`src/pl3d_pkg.sv`:
```
// ----------------------------------------------------------------------------
// pl3d_pkg: shared types and constants for the periodic 3D Laplacian
// Field widths, fixed-point formats and the control word of the MAC unit.
// ----------------------------------------------------------------------------
package pl3d_pkg;

  // field and register widths
  localparam int CELL_W  = 18;   // signed Q1.16 cell value
  localparam int INV_W   = 24;   // unsigned Q16.8 inverse spacing squared
  localparam int SIZE_W  = 6;    // axis size register
  localparam int COORD_W = 6;    // internal coordinate, holds size - 1
  localparam int IDX_W   = 5;    // coordinate field of an input word
  localparam int CFG_W   = 24;   // config write data
  localparam int CFG_IDX_W = 3;
  localparam int LAP_W   = 40;   // saturated result

  // datapath widths
  localparam int E_W     = 20;   // neighbor sum minus twice the center
  localparam int PROD_W  = E_W + INV_W + 1;
  localparam int ACC_W   = 48;
  localparam int FRAC_SHIFT = 8; // Q.24 terms down to Q.16

  // axis size limits
  localparam int SIZE_CAP = 63;
  localparam int MIN_SIZE = 2;

  // reset values of the config registers
  localparam logic [SIZE_W-1:0] SIZE_RST = 6'd32;
  localparam logic [INV_W-1:0]  INV_RST  = 24'd1048576;

  localparam logic [LAP_W-1:0] LAP_MAX = {1'b0, {(LAP_W-1){1'b1}}};
  localparam logic [LAP_W-1:0] LAP_MIN = {1'b1, {(LAP_W-1){1'b0}}};

  typedef logic signed [CELL_W-1:0] cell_t;
  typedef logic [INV_W-1:0]         inv_t;
  typedef logic [COORD_W-1:0]       coord_t;
  typedef coord_t [2:0]             coord3_t;
  typedef logic signed [ACC_W-1:0]  acc_t;

  typedef enum logic [1:0] {
    AXIS_X,
    AXIS_Y,
    AXIS_Z
  } axis_t;

  // control word from the sequencer to the MAC unit, one per read word
  typedef struct packed {
    logic  clear;   // zero the accumulator
    logic  center;  // read word is the center cell
    logic  first;   // first neighbor of an axis
    logic  second;  // second neighbor, axis term is complete
    axis_t axis;
  } mac_ctrl_t;

endpackage

```
`src/pl3d_wrap.sv`:
```
// ----------------------------------------------------------------------------
// pl3d_wrap: iterative remainder unit
// Reduces three coordinates modulo their axis sizes, one restoring
// compare-subtract step per cycle, all three axes side by side.
// ----------------------------------------------------------------------------
module pl3d_wrap import pl3d_pkg::*; (
  input  logic    clk,
  input  logic    rst,
  input  logic    start,
  input  coord3_t modulus,
  input  coord3_t value,
  output coord3_t rem,
  output logic    done
);

  localparam int DVS_W  = COORD_W + IDX_W;
  localparam int STEP_W = $clog2(IDX_W);

  logic              run;
  logic [STEP_W-1:0] step;
  coord3_t           rem_next;

  // one restoring step: subtract modulus << k when it fits
  function automatic coord_t rem_step(coord_t r, coord_t m, logic [STEP_W-1:0] k);
    logic [DVS_W-1:0] rw;
    logic [DVS_W-1:0] d;
    rw = DVS_W'(r);
    d  = DVS_W'(m) << k;
    return (rw >= d) ? COORD_W'(rw - d) : r;
  endfunction

  always_comb begin
    for (int i = 0; i < 3; i++) begin
      rem_next[i] = rem_step(rem[i], modulus[i], step);
    end
  end

  // step control
  always_ff @(posedge clk) begin
    if (rst) begin
      run  <= 1'b0;
      done <= 1'b0;
      step <= '0;
    end else begin
      done <= 1'b0;
      if (start) begin
        run  <= 1'b1;
        step <= STEP_W'(IDX_W - 1);
      end else if (run) begin
        if (step == '0) begin
          run  <= 1'b0;
          done <= 1'b1;
        end else begin
          step <= step - 1'b1;
        end
      end
    end
  end

  // partial remainders; held after the last step
  always_ff @(posedge clk) begin
    if (start) begin
      rem <= value;
    end else if (run) begin
      rem <= rem_next;
    end
  end

endmodule

```
`config.mk`:
```
export PLATFORM = sky130hd
export DESIGN_NAME = pl3d_wrap
export DESIGN_NICKNAME = d
export VERILOG_FILES = /design/src/pl3d_pkg.sv /design/src/pl3d_wrap.sv
export SDC_FILE = /design/constraint.sdc
export NUM_CORES = 1
export LEC_CHECK = 0
export BUFFER_PORTS_ARGS = -buffer_cell sky130_fd_sc_hd__buf_4
export CELL_PAD_IN_SITES_DETAIL_PLACEMENT = 1
export CELL_PAD_IN_SITES_GLOBAL_PLACEMENT = 1
export CORE_MARGIN = 2
export CORE_UTILIZATION = 40
export DETAILED_ROUTE_END_ITERATION = 16
export PLACE_DENSITY = 0.89
export SLEW_MARGIN = 20
export SYNTH_ARGS = -nofsm -noshare
export SYNTH_HDL_FRONTEND = slang
export SYNTH_SLANG_ARGS = --single-unit
```
`constraint.sdc`:
```
create_clock -name clk -period 2.9 [get_ports clk]
set_input_delay 0.29 -clock clk [delete_from_list [all_inputs] [get_ports clk]]
set_output_delay 0.29 -clock clk [all_outputs]
set_load 0.1 [all_outputs]
```
## After elaboration in Yosys (flattened, before gate mapping)

Cells that the tools add are included.

| storage, ports and cells | value |
|---|---|
| output and inout bits | 19 |
| register bits | 23 |
| bits of input ports | 39 |
| logic and storage cells | 44 |

| operators by class | value |
|---|---|
| add/sub/neg operators | 4 |
| eq/ne operators | 1 |
| bitwise gates (word level) | 2 |
| shift-type cells | 3 |
| muxes and demuxes | 12 |
| reductions and logical operators | 12 |
| $lt $le $gt $ge | 3 |

Operators with widths:

| kind | number |
|---|---|
| 18-bit two-way mux | 2 |
| 6-bit by 11-bit greater-or-equal comparator with 1-bit output | 3 |
| 6-bit by 3-bit << shifter with 11-bit output | 3 |
| 6-bit two-way mux | 3 |
| 6-bit subtractor | 3 |
| 2-bit AND reduction | 5 |
| 3-bit two-way mux | 3 |
| 2-bit nonzero test | 4 |
| 1-bit two-way mux | 4 |
| 3-bit zero test | 1 |
| 3-bit OR reduction | 1 |
| 3-bit by 1-bit subtractor with 3-bit output, second input constant | 1 |
| 2-bit != test, second input constant | 1 |
| 1-bit NOT | 2 |
| 2-bit OR reduction | 1 |

## Depth between registers and ports, before layout

| logic depth | value |
|---|---|
| depth in word-level cells | 5 |
| depth in mapped cells | 12 |
| gate-level depth less buffers | 11 |

## Worst setup path before layout

No wires, ideal clock.

| path | value |
|---|---|
| path kind | flip-flop to flip-flop |
| from | register step[0] |
| to | register rem[10] (netlist bit), enable pin |
| setup time | 256 ps |
| clock period less this slack | 2630 ps |
| slack | 270 ps |
| stages on the path, launching flop included | 12 |
| arrival | 2374 ps |
| path buffers | 2 |
| path through | dfxtp_1 > buf_6 > buf_6 > nor2b_1 > a21oi_1 > or3_1 > ha_1 > nor2b_1 > o2111ai_1 > nand3_1 > a311o_1 > a31o_2 |

| between the ends | value |
|---|---|
| word-level cells in the longest chain between the ends | 4 |

RTL lines:

| what | line | text |
|---|---|---|
| start, declared | pl3d_wrap.sv:20 | `logic [STEP_W-1:0] step;` |
| start signal, assigned | pl3d_wrap.sv:48 | `step <= STEP_W'(IDX_W - 1);` |
| start signal, assigned | pl3d_wrap.sv:54 | `step <= step - 1'b1;` |
| 6-bit by 3-bit << shifter with 11-bit output | pl3d_wrap.sv:28 | `d = DVS_W'(m) << k;` |
| 6-bit by 11-bit greater-or-equal comparator with 1-bit output | pl3d_wrap.sv:29 | `return (rw >= d) ? COORD_W'(rw - d) : r;` |
| 2-bit nonzero test (no source line) | n/a |  |
| 2-bit AND reduction (no source line) | n/a |  |
| end signal, assigned | pl3d_wrap.sv:63 | `rem <= value;` |
| end signal, assigned | pl3d_wrap.sv:65 | `rem <= rem_next;` |
| end, declared | pl3d_wrap.sv:12 | `output coord3_t rem,` |

No other way between the ends.
A chain may end at the register's enable or synchronous reset.

## Final worst setup path

| path | value |
|---|---|
| from | register step[0] |
| to | register rem[8] (netlist bit), enable pin |

Same word-level chain as after synthesis.

==> results.tsv <==
metric	value	unit
Min Hold Slack	211	ps
final period utilization	0.970	
via/cell ratio	5.71	
crit-path max FO	16	
Max-Cap Viols	0	
final wirelength	7170	microns
status	complete, no violations	
crit path DAT	2840	ps
CTS Buf Count	3	
slowest stage delay, CP	380	ps
Post-Syn Instances	271	
fin crit period	2810	ps
setup ws final	87.7	ps
RePlAce Congestion	0.873	
Crit path max-delay family	compound AO/OA/AOI/OAI gates	
crit path launch type	flip-flop	
Slowest cell on crit path	dfxtp_1	
clock sinks	23	
Seq cells post-synth	23	
initial core utilization	0.420	
commonest non-fill, non-tap cell in the layout	buf_4	
Post-Synthesis Net Count	335	
Post-DRT Antenna Nets	0	
synthesized area	0.00236	sq mm
# DRC	0	
Slew Limit Fails	0	
total gr overflow	0	
leakage power	1.28	nW
CTS tree	built	
worst slew pin tran	519	ps
largest net degree at the start of global routing	45	
GRT Util Overall	0.232	
final net count	392	
Clock Pin Slew Worst Setup and Hold Paths	90	ps
filler instances	680	
Clock Latency Late Sink	280	ps
commonest cells after routing, fill and taps aside	buf_4 (65), o21ai_0 (32), nand2_1 (30)	
CTS Root Cell	clkbuf_8	
die footprint	0.00652	sq mm
Layout area overhead	25.8	%
first-pass GRT wire length	11800	microns
Die Span Y	80.7	microns
CP endpoint kind	flip-flop	
WP buf/inv	1	
main flop type after synthesis	edfxtp_1	
Async SR Flop Fraction	0	
Yosys top cell by area	edfxtp_1	
clk buf depth	2	
FP Rows	27	
share of the synthesized area in the top cell type	0.229	
IO buf count	57	
layout cells sized above 1	0.287	
core area	0.00561	sq mm
worst setup path class	flip-flop to flip-flop	
sequential share of the synthesized area	0.272	
Yosys warnings	0	
main area contributors after synthesis	edfxtp_1 (23%), ha_1 (12%), o21ai_0 (6.8%)	
critical path required time	2930	ps
CP Cell Sequence	buf_8 -> mux2i_2 -> mux2i_1 -> and2_1 -> a31oi_2 -> ha_1 -> a21oi_1 -> nand3_1 -> a311o_1 -> a31o_2	
EDFF count, synth	18	
Ant. Diodes	0	
fmax	356	MHz
PwrDens	635	mW/mm^2
initial detailed-routing violation count	91	
Syn Area/Cell	8.69	sq um
initial antenna violation count	0	
via count	2278	
I/O pin cnt	58	
Yosys cell types	44	
wire per inst	18.0	microns
CTS H-Tree Depth	1	
Fin Clk Skew	10.5	ps
DIE WIDTH	80.7	microns
max_slew headroom	0.654	
Max IR drop VDD	0.518	mV
Setup-failing EPs final	0	
first drt pass iteration count	4	
Placement Setup Slack	17.5	ps
Final Hold Fails	0	
vias in the first global route	2430	
DP HPWL	5490	microns
Worst Hold Class	primary input to flip-flop	
metrics by stage:
stage / setup TNS [ps] / instances / area [sq um] / util / total power [W]
after floorplan: 0 / 271 / 2360 / - / 0.00136
after global placement: 0 / 394 / 2860 / 0.510 / 0.00159
after detailed placement: 0 / 394 / 2860 / 0.510 / 0.00163
after CTS: 0 / 398 / 2910 / 0.518 / 0.00185
after global routing: -151 / 399 / 2960 / 0.529 / 0.00199
final: 0 / 399 / 2960 / 0.529 / 0.00188
power breakdown:
part | internal [W] | switching (W)
clock network | 0.0000988 | 0.000124
logic | 0.000385 | 0.000780
registers | 0.000441 | 0.0000514
layout make-up:
type | instances | area (sq um) | share of cell area
multi-input cells | 218 | 1620 | 0.548
flip-flops and latches | 23 | 642 | 0.217
repair buffers | 66 | 503 | 0.170
well taps | 72 | 90.1 | 0.0304
inverters | 16 | 60.1 | 0.0203
clock buffers | 4 | 45.0 | 0.0152
worst register-to-register path, delay by kind of cell (launching register included):
family / cells / cell delay (ps)
compound gates: 4 / 1000
fa+ha+maj: 1 / 260
buf+inv: 1 / 180
flops: 1 / 380
mux: 2 / 400
simple gates: 2 / 330
synthesized netlist by cell type (4+ instances only):
| library cell | instances |
|---|---|
| nor2b_1 | 6 |
| o21ai_0 | 32 |
| clkbuf_1 | 7 |
| edfxtp_1 | 18 |
| dfxtp_1 | 5 |
| mux2i_1 | 10 |
| a31oi_1 | 5 |
| buf_2 | 4 |
| nor2_1 | 13 |
| o211ai_1 | 5 |
| ha_1 | 22 |
| mux2_2 | 11 |
| inv_1 | 15 |
| nand2_1 | 30 |
| xor2_1 | 5 |
| and2_1 | 4 |
| xnor2_1 | 7 |
| nor3_1 | 7 |
| nand3_1 | 4 |
| a21oi_1 | 19 |
final timing paths:
path                            startpoint  endpoint  slack (ps)  cells after the start
worst max-delay path               step[0]    rem[8]          90                     10
worst min-delay path                   rst   step[2]         210                      2
worst max register to register     step[0]    rem[8]          90                     10
worst min register to register         run      done         660                      1
routing by layer:
| layer | global-route usage | vias to the layer above | wire length, microns |
|---|---|---|---|
| met5 | 0 | - | 0 |
| met3 | 0.0200 | 13 | 244 |
| met1 | 0.290 | 1107 | 3190 |
| met2 | 0.419 | 55 | 3600 |
| met4 | 0.0831 | 0 | 139 |
| li1 | - | 1103 | - |
cells by family after synthesis:
logic type               synth area share
flip-flops                          0.272
adder cells (fa/ha/maj)             0.142
XOR/XNOR                           0.0446
AO/OA/AOI/OAI                       0.225
multiplexers                        0.111
AND/OR/NAND/NOR                     0.147
buffers and inverters              0.0579
registers in the layout (all words and copies together), names as in the netlist:
| name | flops |
|---|---|
| run | 1 |
| step | 3 |
| done | 1 |
| rem | 18 |
timing repair:
item                                    4_1_cts  5_1_grt
setup buffers                                 0        1
endpoints found under the setup margin        6       18
hold buffers                                  0        0
cloned                                        0        0
endpoints found under the hold margin         0        0
pin swaps                                     0        2
resized for setup                             1       10
Note: power is estimated with default switching activity, not from simulation.
