<file path="src/pl3d_pkg.sv">
// ----------------------------------------------------------------------------
// pl3d_pkg: shared types and constants for the periodic 3D Laplacian
// Field widths, fixed-point formats and the control word of the MAC unit.
// ----------------------------------------------------------------------------
package pl3d_pkg;

  // field and register widths
  localparam int CELL_W  = 18;   // signed Q1.16 cell value
  localparam int INV_W   = 24;   // unsigned Q16.8 inverse spacing squared
  localparam int SIZE_W  = 6;    // axis size register
  localparam int COORD_W = 6;    // internal coordinate, holds size - 1
  localparam int IDX_W   = 5;    // coordinate field of an input word
  localparam int CFG_W   = 24;   // config write data
  localparam int CFG_IDX_W = 3;
  localparam int LAP_W   = 40;   // saturated result

  // datapath widths
  localparam int E_W     = 20;   // neighbor sum minus twice the center
  localparam int PROD_W  = E_W + INV_W + 1;
  localparam int ACC_W   = 48;
  localparam int FRAC_SHIFT = 8; // Q.24 terms down to Q.16

  // axis size limits
  localparam int SIZE_CAP = 63;
  localparam int MIN_SIZE = 2;

  // reset values of the config registers
  localparam logic [SIZE_W-1:0] SIZE_RST = 6'd32;
  localparam logic [INV_W-1:0]  INV_RST  = 24'd1048576;

  localparam logic [LAP_W-1:0] LAP_MAX = {1'b0, {(LAP_W-1){1'b1}}};
  localparam logic [LAP_W-1:0] LAP_MIN = {1'b1, {(LAP_W-1){1'b0}}};

  typedef logic signed [CELL_W-1:0] cell_t;
  typedef logic [INV_W-1:0]         inv_t;
  typedef logic [COORD_W-1:0]       coord_t;
  typedef coord_t [2:0]             coord3_t;
  typedef logic signed [ACC_W-1:0]  acc_t;

  typedef enum logic [1:0] {
    AXIS_X,
    AXIS_Y,
    AXIS_Z
  } axis_t;

  // control word from the sequencer to the MAC unit, one per read word
  typedef struct packed {
    logic  clear;   // zero the accumulator
    logic  center;  // read word is the center cell
    logic  first;   // first neighbor of an axis
    logic  second;  // second neighbor, axis term is complete
    axis_t axis;
  } mac_ctrl_t;

endpackage

</file>
<file path="src/pl3d_mac.sv">
// ----------------------------------------------------------------------------
// pl3d_mac: shared multiply-accumulate unit
// Builds each axis term from the read words, multiplies it by the axis
// inverse spacing squared and accumulates the three products.
// ----------------------------------------------------------------------------
module pl3d_mac import pl3d_pkg::*; (
  input  logic      clk,
  input  logic      rst,
  input  mac_ctrl_t ctrl,
  input  cell_t     rd_data,
  input  inv_t      inv_x,
  input  inv_t      inv_y,
  input  inv_t      inv_z,
  output acc_t      acc
);

  cell_t                    center;
  logic signed [E_W-1:0]    term;
  logic signed [E_W-1:0]    data_ext;
  logic signed [E_W-1:0]    center_x2;
  logic                     mul_go;
  axis_t                    mul_axis;
  inv_t                     inv_sel;
  logic signed [PROD_W-1:0] prod;
  logic                     prod_vld;

  assign data_ext  = $signed({{(E_W-CELL_W){rd_data[CELL_W-1]}}, rd_data});
  assign center_x2 = $signed({{(E_W-CELL_W-1){center[CELL_W-1]}}, center, 1'b0});

  // inverse spacing of the axis being multiplied
  always_comb begin
    unique case (mul_axis)
      AXIS_X:  inv_sel = inv_x;
      AXIS_Y:  inv_sel = inv_y;
      AXIS_Z:  inv_sel = inv_z;
      default: inv_sel = inv_x;
    endcase
  end

  // stage valids
  always_ff @(posedge clk) begin
    if (rst) begin
      mul_go   <= 1'b0;
      prod_vld <= 1'b0;
    end else begin
      mul_go   <= ctrl.second;
      prod_vld <= mul_go;
    end
  end

  // axis term, product, accumulator
  always_ff @(posedge clk) begin
    if (ctrl.center) begin
      center <= rd_data;
    end
    if (ctrl.first) begin
      term <= data_ext - center_x2;
    end else if (ctrl.second) begin
      term <= term + data_ext;
    end
    if (ctrl.second) begin
      mul_axis <= ctrl.axis;
    end
    prod <= term * $signed({1'b0, inv_sel});
    if (ctrl.clear) begin
      acc <= '0;
    end else if (prod_vld) begin
      acc <= acc + $signed({{(ACC_W-PROD_W){prod[PROD_W-1]}}, prod});
    end
  end

endmodule

</file>
<file path="config.mk">
export PLATFORM = sky130hd
export DESIGN_NAME = pl3d_mac
export DESIGN_NICKNAME = d
export VERILOG_FILES = /design/src/pl3d_pkg.sv /design/src/pl3d_mac.sv
export SDC_FILE = /design/constraint.sdc
export NUM_CORES = 2
export LEC_CHECK = 0
export BUFFER_PORTS_ARGS = -buffer_cell sky130_fd_sc_hd__buf_2
export CAP_MARGIN = 40
export CORE_AREA = 3 3 192 241
export CTS_CLUSTER_DIAMETER = 200
export CTS_CLUSTER_SIZE = 16
export DETAILED_ROUTE_END_ITERATION = 10
export DIE_AREA = 0 0 195 244
export GPL_TIMING_DRIVEN = 0
export PLACE_DENSITY_LB_ADDON = 0.15
export SLEW_MARGIN = 10
export SYNTH_ARGS = -nofsm -noshare
export SYNTH_HDL_FRONTEND = slang
export SYNTH_SLANG_ARGS = --single-unit
export TNS_END_PERCENT = 20
</file>
<file path="constraint.sdc">
create_clock -name clk -period 12.03 [get_ports clk]
set_input_delay 2.406 -clock clk [delete_from_list [all_inputs] [get_ports clk]]
set_output_delay 2.406 -clock clk [all_outputs]
set_load 0.005 [all_outputs]
</file>
# --- Yosys cells after proc, flatten, opt, wreduce, memory -nomap -nowiden ---
# Index checks and enable logic that the tools add are counted.
op_classes:
  shift: 0
  multipliers: 1
  n_reduce_logical: 1
  div: 0
  eq_ne: 2
  mux: 3
  n_bitwise: 0
  order_cmp: 0
  addsub: 3
ops:
  columns: ["cell", "count"]
  rows:
  - ["adder 48 x 45 -> 48 bit", 1]
  - ["one-hot mux 24 bit (2 select lines)", 1]
  - ["multiplier 20 x 25 -> 45 bit", 1]
  - ["two-way mux 20 bit", 2]
  - ["adder 20 x 18 -> 20 bit", 1]
  - ["subtractor 18 x 19 -> 20 bit", 1]
  - ["equality test 2 x 1 -> 1 bit (second input constant)", 1]
  - ["equality test 2 bit (second input constant)", 1]
  - ["nonzero test 2 bit", 1]
totals:
  input_bits: 98
  romBits: 0
  word_cells: 17
  latch_bits: 0
  output_inout_bits: 48
  mem_bits_rw: 0
  mem_count: 0
  reg_bits: 135

# --- Logic depth before layout (Yosys ltp) ---
logic_depth:
  ltp_word: 3
  mapped_depth: 35

# --- Least setup slack after synthesis ---
# Ideal clock, no wire load.
synth_timing:
  path_type: "input-to-reg"
  from: "input inv_z[20]"
  to: "register prod[42]"
  arrival_time_ns: 9.274
  path_slack_ns: 2.633
  t_required_ns: 11.907
  path_stages: 28
  n_path_buf: 1
  path_cell_list: "a22oi_1 > o21ai_1 > clkbuf_1 > nand2_1 > fa_1 > inv_1 > fa_1 > inv_1 > fa_1 > inv_1 > fa_1 > fa_1 > fa_1 > inv_1 > fa_1 > inv_1 > ha_1 > a21o_1 > a21o_1 > a21oi_1 > o21ai_0 > a21oi_1 > and2b_2 > o311a_1 > a311o_2 > a2111oi_2 > o21bai_1 > xor2_1"
synth_between:
  elab_chain_cells: 2
synth_rtl:
  columns: ["element", "line_no", "rtl"]
  rows:
  - ["from (decl)", "pl3d_mac.sv:13", "input inv_t inv_z,"]
  - ["one-hot mux 24 bit (2 select lines)", "pl3d_mac.sv:32", "unique case (mul_axis)"]
  - ["multiplier 20 x 25 -> 45 bit", "pl3d_mac.sv:64", "prod <= term * $signed({1'b0, inv_sel});"]
  - ["to (signal assigned)", "pl3d_mac.sv:64", null]
  - ["to (decl)", "pl3d_mac.sv:24", "logic signed [PROD_W-1:0] prod;"]
# No other way between the ends.
# A chain may end at the register's enable or synchronous reset.

# --- Worst setup path after layout ---
layout_timing:
  from: "input inv_z[8]"
  to: "register prod[42]"
# Same word-level chain as after synthesis.

==> flow_metrics.tcl <==
set metrics [dict create \
    final_cells 3539 \
    hp-start "acc[44]" \
    ctsResizeCount 0 \
    fill_cells 4005 \
    htreeDepth 4 \
    synthTopCellsByArea "fa_1 (32%), ha_1 (14%), dfxtp_1 (7.7%)" \
    grt_pass1_vias 21090 \
    route.detailed.drc 0 \
    grt_pass1_wl_mm 112.9 \
    synthCells 2789 \
    clk_pin_slew_ns 0.07 \
    fin_crit_sh_pct 85.37 \
    worst_hold_path_type "reg -> reg" \
    die_x_um 195 \
    postCtsSetupRepairBufs 0 \
    num_io_pins 146 \
    wl_per_cell_um 20.11 \
    clock-sinks 135 \
    drt_pre_antenna_iters 5 \
    tns_ns 0 \
    port-buffer-count 143 \
    antenna_found_initial 2 \
    numCtsBuffers 17 \
    detail_route.vias_per_cell 5.550 \
    synthMuxAreaShare_pct 1.584 \
    rows 86 \
    overflow 0 \
    hold_path_end "acc[44]" \
    synthFlopType "dfxtp_1" \
    synth_fa_ha_area_share_pct 45.57 \
    ff2ff_path_depth 31 \
    worstSkewPairLatency_ns 0.46 \
    synth-seq-area-share_pct 12.55 \
    diodes 0 \
    maxCapViolCount 0 \
    placeableCoreArea_mm2 0.04412 \
    r2r-end "prod[42]" \
    crit_type "in -> reg" \
    slew_headroom_pct 39.32 \
    synth_top_family_by_area "adder cells" \
    area_growth_pct 8.309 \
    rsz0062_at_grt "no" \
    clockBufferDepth 2 \
    initial_core_util_pct 56.04 \
    yosysTopAreaCellShare_pct 32.06 \
    root_buffer "clkbuf_16" \
    r2r_setup_slack_ns 2.71 \
    dpl.hpwl_mm 59.05 \
    start_kind "primary input" \
    die_y_um 244 \
    ant_nets 0 \
    crit_arrival_ns 10.60 \
    fin_crit_ns 10.27 \
    hold_viol 0 \
    synth-xor-area-share_pct 3.932 \
    synth_edf_count 40 \
    synth_nets 3550 \
    fin_skew_ns 0.01567 \
    cp.required_ns 12.36 \
    synth_warnings 0 \
    layout.nets 3715 \
    synth-compound-area-share_pct 10.79 \
    cp-end-kind "flip-flop" \
    status "finished clean" \
    r2r_start "mul_axis[0]" \
    gr-usage-all-layers_pct 30.50 \
    cts_hold_buffers 0 \
    ys_ff_latch 135 \
    maxSlewViolCount 0 \
    setup_viol 0 \
    routed_wirelength_mm 71.18 \
    ys_types 75 \
    hold_depth 2 \
    dp_cells 3507 \
    die-area_mm2 0.04758 \
    fmax_ghz 0.09737 \
    drt_iter0_drc 1040 \
    synthSimpleGateAreaFrac_pct 16.13 \
    layout-drive-gt1-share_pct 7.347 \
    path_max_fanout 10 \
    yosys.area.top_type "fa_1" \
    max_slew.worst_pin.slew_ns 0.9103 \
    syn_avg_cell_area_um2 8.865 \
    vias 19640 \
    syn_area_mm2 0.02472 \
    synthArstFlopShare_pct 0 \
    grt_start_max_net_pins 21 \
    cts_tree "yes" \
    gp_congestion 0.9838 \
]
-- kinds of logic after synthesis --
logic type / after synthesis
compound gates: 415
buf+inv: 617
flops: 135
simple gates: 809
xor+xnor: 111
fa+ha+maj: 663
mux: 39
-- sequential cells by signal (all words and copies together) (netlist names) --
| register | cells |
|---|---|
| mul_axis | 2 |
| mul_go | 1 |
| term | 20 |
| prod | 45 |
| center | 18 |
| prod_vld | 1 |
| acc | 48 |
-- cell usage in the layout, fill, tap and decap left out, types with 17 or more instances in the layout --
master / Yosys / layout
inv_1: 477 / 477
fa_1: 396 / 396
nand2_1: 313 / 313
ha_1: 267 / 267
and2_1: 224 / 224
buf_2: 0 / 143
clkbuf_1: 131 / 132
nor2_1: 113 / 113
a21oi_1: 105 / 105
o21ai_0: 95 / 95
dfxtp_1: 95 / 95
a21o_1: 69 / 69
xnor2_1: 63 / 63
xor2_1: 48 / 48
edfxtp_1: 40 / 40
mux2i_1: 38 / 38
nor2b_1: 32 / 32
nand2b_1: 27 / 27
a22oi_1: 25 / 25
nand3_1: 17 / 17
nand4_1: 17 / 17
clkbuf_16: 0 / 17
-- worst max-delay path, stage by stage --
cell	delay, ns
buf_2	0.08
a22oi_1	0.08
o21ai_1	0.56
buf_4	0.27
clkbuf_1	0.50
nand2_1	0.15
fa_1	0.50
fa_1	0.59
fa_1	0.45
fa_1	0.55
inv_1	0.06
fa_1	0.46
fa_1	0.49
inv_1	0.05
fa_1	0.47
inv_1	0.04
ha_1	0.33
and3_1	0.21
and2_4	0.17
and3_1	0.16
a221o_2	0.40
nor3_2	0.23
o31ai_2	0.16
and2_4	0.21
a311o_2	0.41
a2111oi_2	0.31
o21bai_1	0.12
xor2_1	0.16
-- routing by layer --
layer	track usage (%)	vias up	share of wire (%)
met4	15.84	4	6.2
met2	51.31	728	47
met3	6.049	205	6.9
met5	0	-	0.035
met1	37.26	9545	40
li1	-	9161	-
-- synth_stat cells, types with 3 or more instances --
library cell,instances
inv_1,477
fa_1,396
nand2_1,313
ha_1,267
and2_1,224
clkbuf_1,131
nor2_1,113
a21oi_1,105
dfxtp_1,95
o21ai_0,95
a21o_1,69
xnor2_1,63
xor2_1,48
edfxtp_1,40
mux2i_1,38
nor2b_1,32
nand2b_1,27
a22oi_1,25
nand3_1,17
nand4_1,17
a31oi_1,16
nor3_1,16
o21a_1,16
or2_2,15
o21bai_1,12
a211oi_1,10
and3_1,10
or3_1,8
o211ai_1,7
o22ai_1,7
a31o_2,5
buf_1,5
o31ai_1,5
a21boi_0,4
o21ai_1,4
a41oi_1,3
and4_1,3
nand3b_1,3
o41ai_1,3
-- layout make-up --
| cell class | count | area [um2] | share of cell area, % |
|---|---|---|---|
| Sequential cell | 135 | 3103 | 11.59 |
| Timing Repair Buffer | 146 | 745.7 | 2.785 |
| Clock inverter | 14 | 160.2 | 0.5980 |
| Tap cell | 572 | 715.7 | 2.673 |
| Multi-Input combinational cell | 2037 | 19290 | 72.04 |
| Clock buffer | 18 | 429.2 | 1.603 |
| Inverter | 478 | 1794 | 6.700 |
| Buffer | 139 | 539.3 | 2.014 |
-- worst max-delay path by stage --
stage                   start  endpoint  slack [ns]  cells past startpoint
global route         inv_z[8]  prod[42]        1.48                     28
finish               inv_z[8]  prod[42]        1.76                     28
detailed placement   inv_z[8]  prod[42]        1.34                     28
global placement    inv_z[20]  prod[42]        1.11                     29
CTS                  inv_z[8]  prod[42]        1.85                     28
floorplan           inv_z[20]  prod[42]        2.63                     28
-- stage by stage --
step / area (um2) / hold WS [ns] / setup WS [ns] / utilization (%)
after detailed placement: 26190 / 0.4763 / 1.341 / 59.36
after global routing: 26780 / 0.5061 / 1.479 / 60.70
after floorplan: 24730 / 0.4138 / 2.633 / -
after CTS: 26780 / 0.4857 / 1.849 / 60.70
after global placement: 26160 / 0.4657 / 1.113 / 59.29
final: 26780 / 0.4800 / 1.760 / 60.70
Power is left out: the tool's default activity adds up to more than one toggle a clock period on the data nets, which glitch-free logic cannot reach.
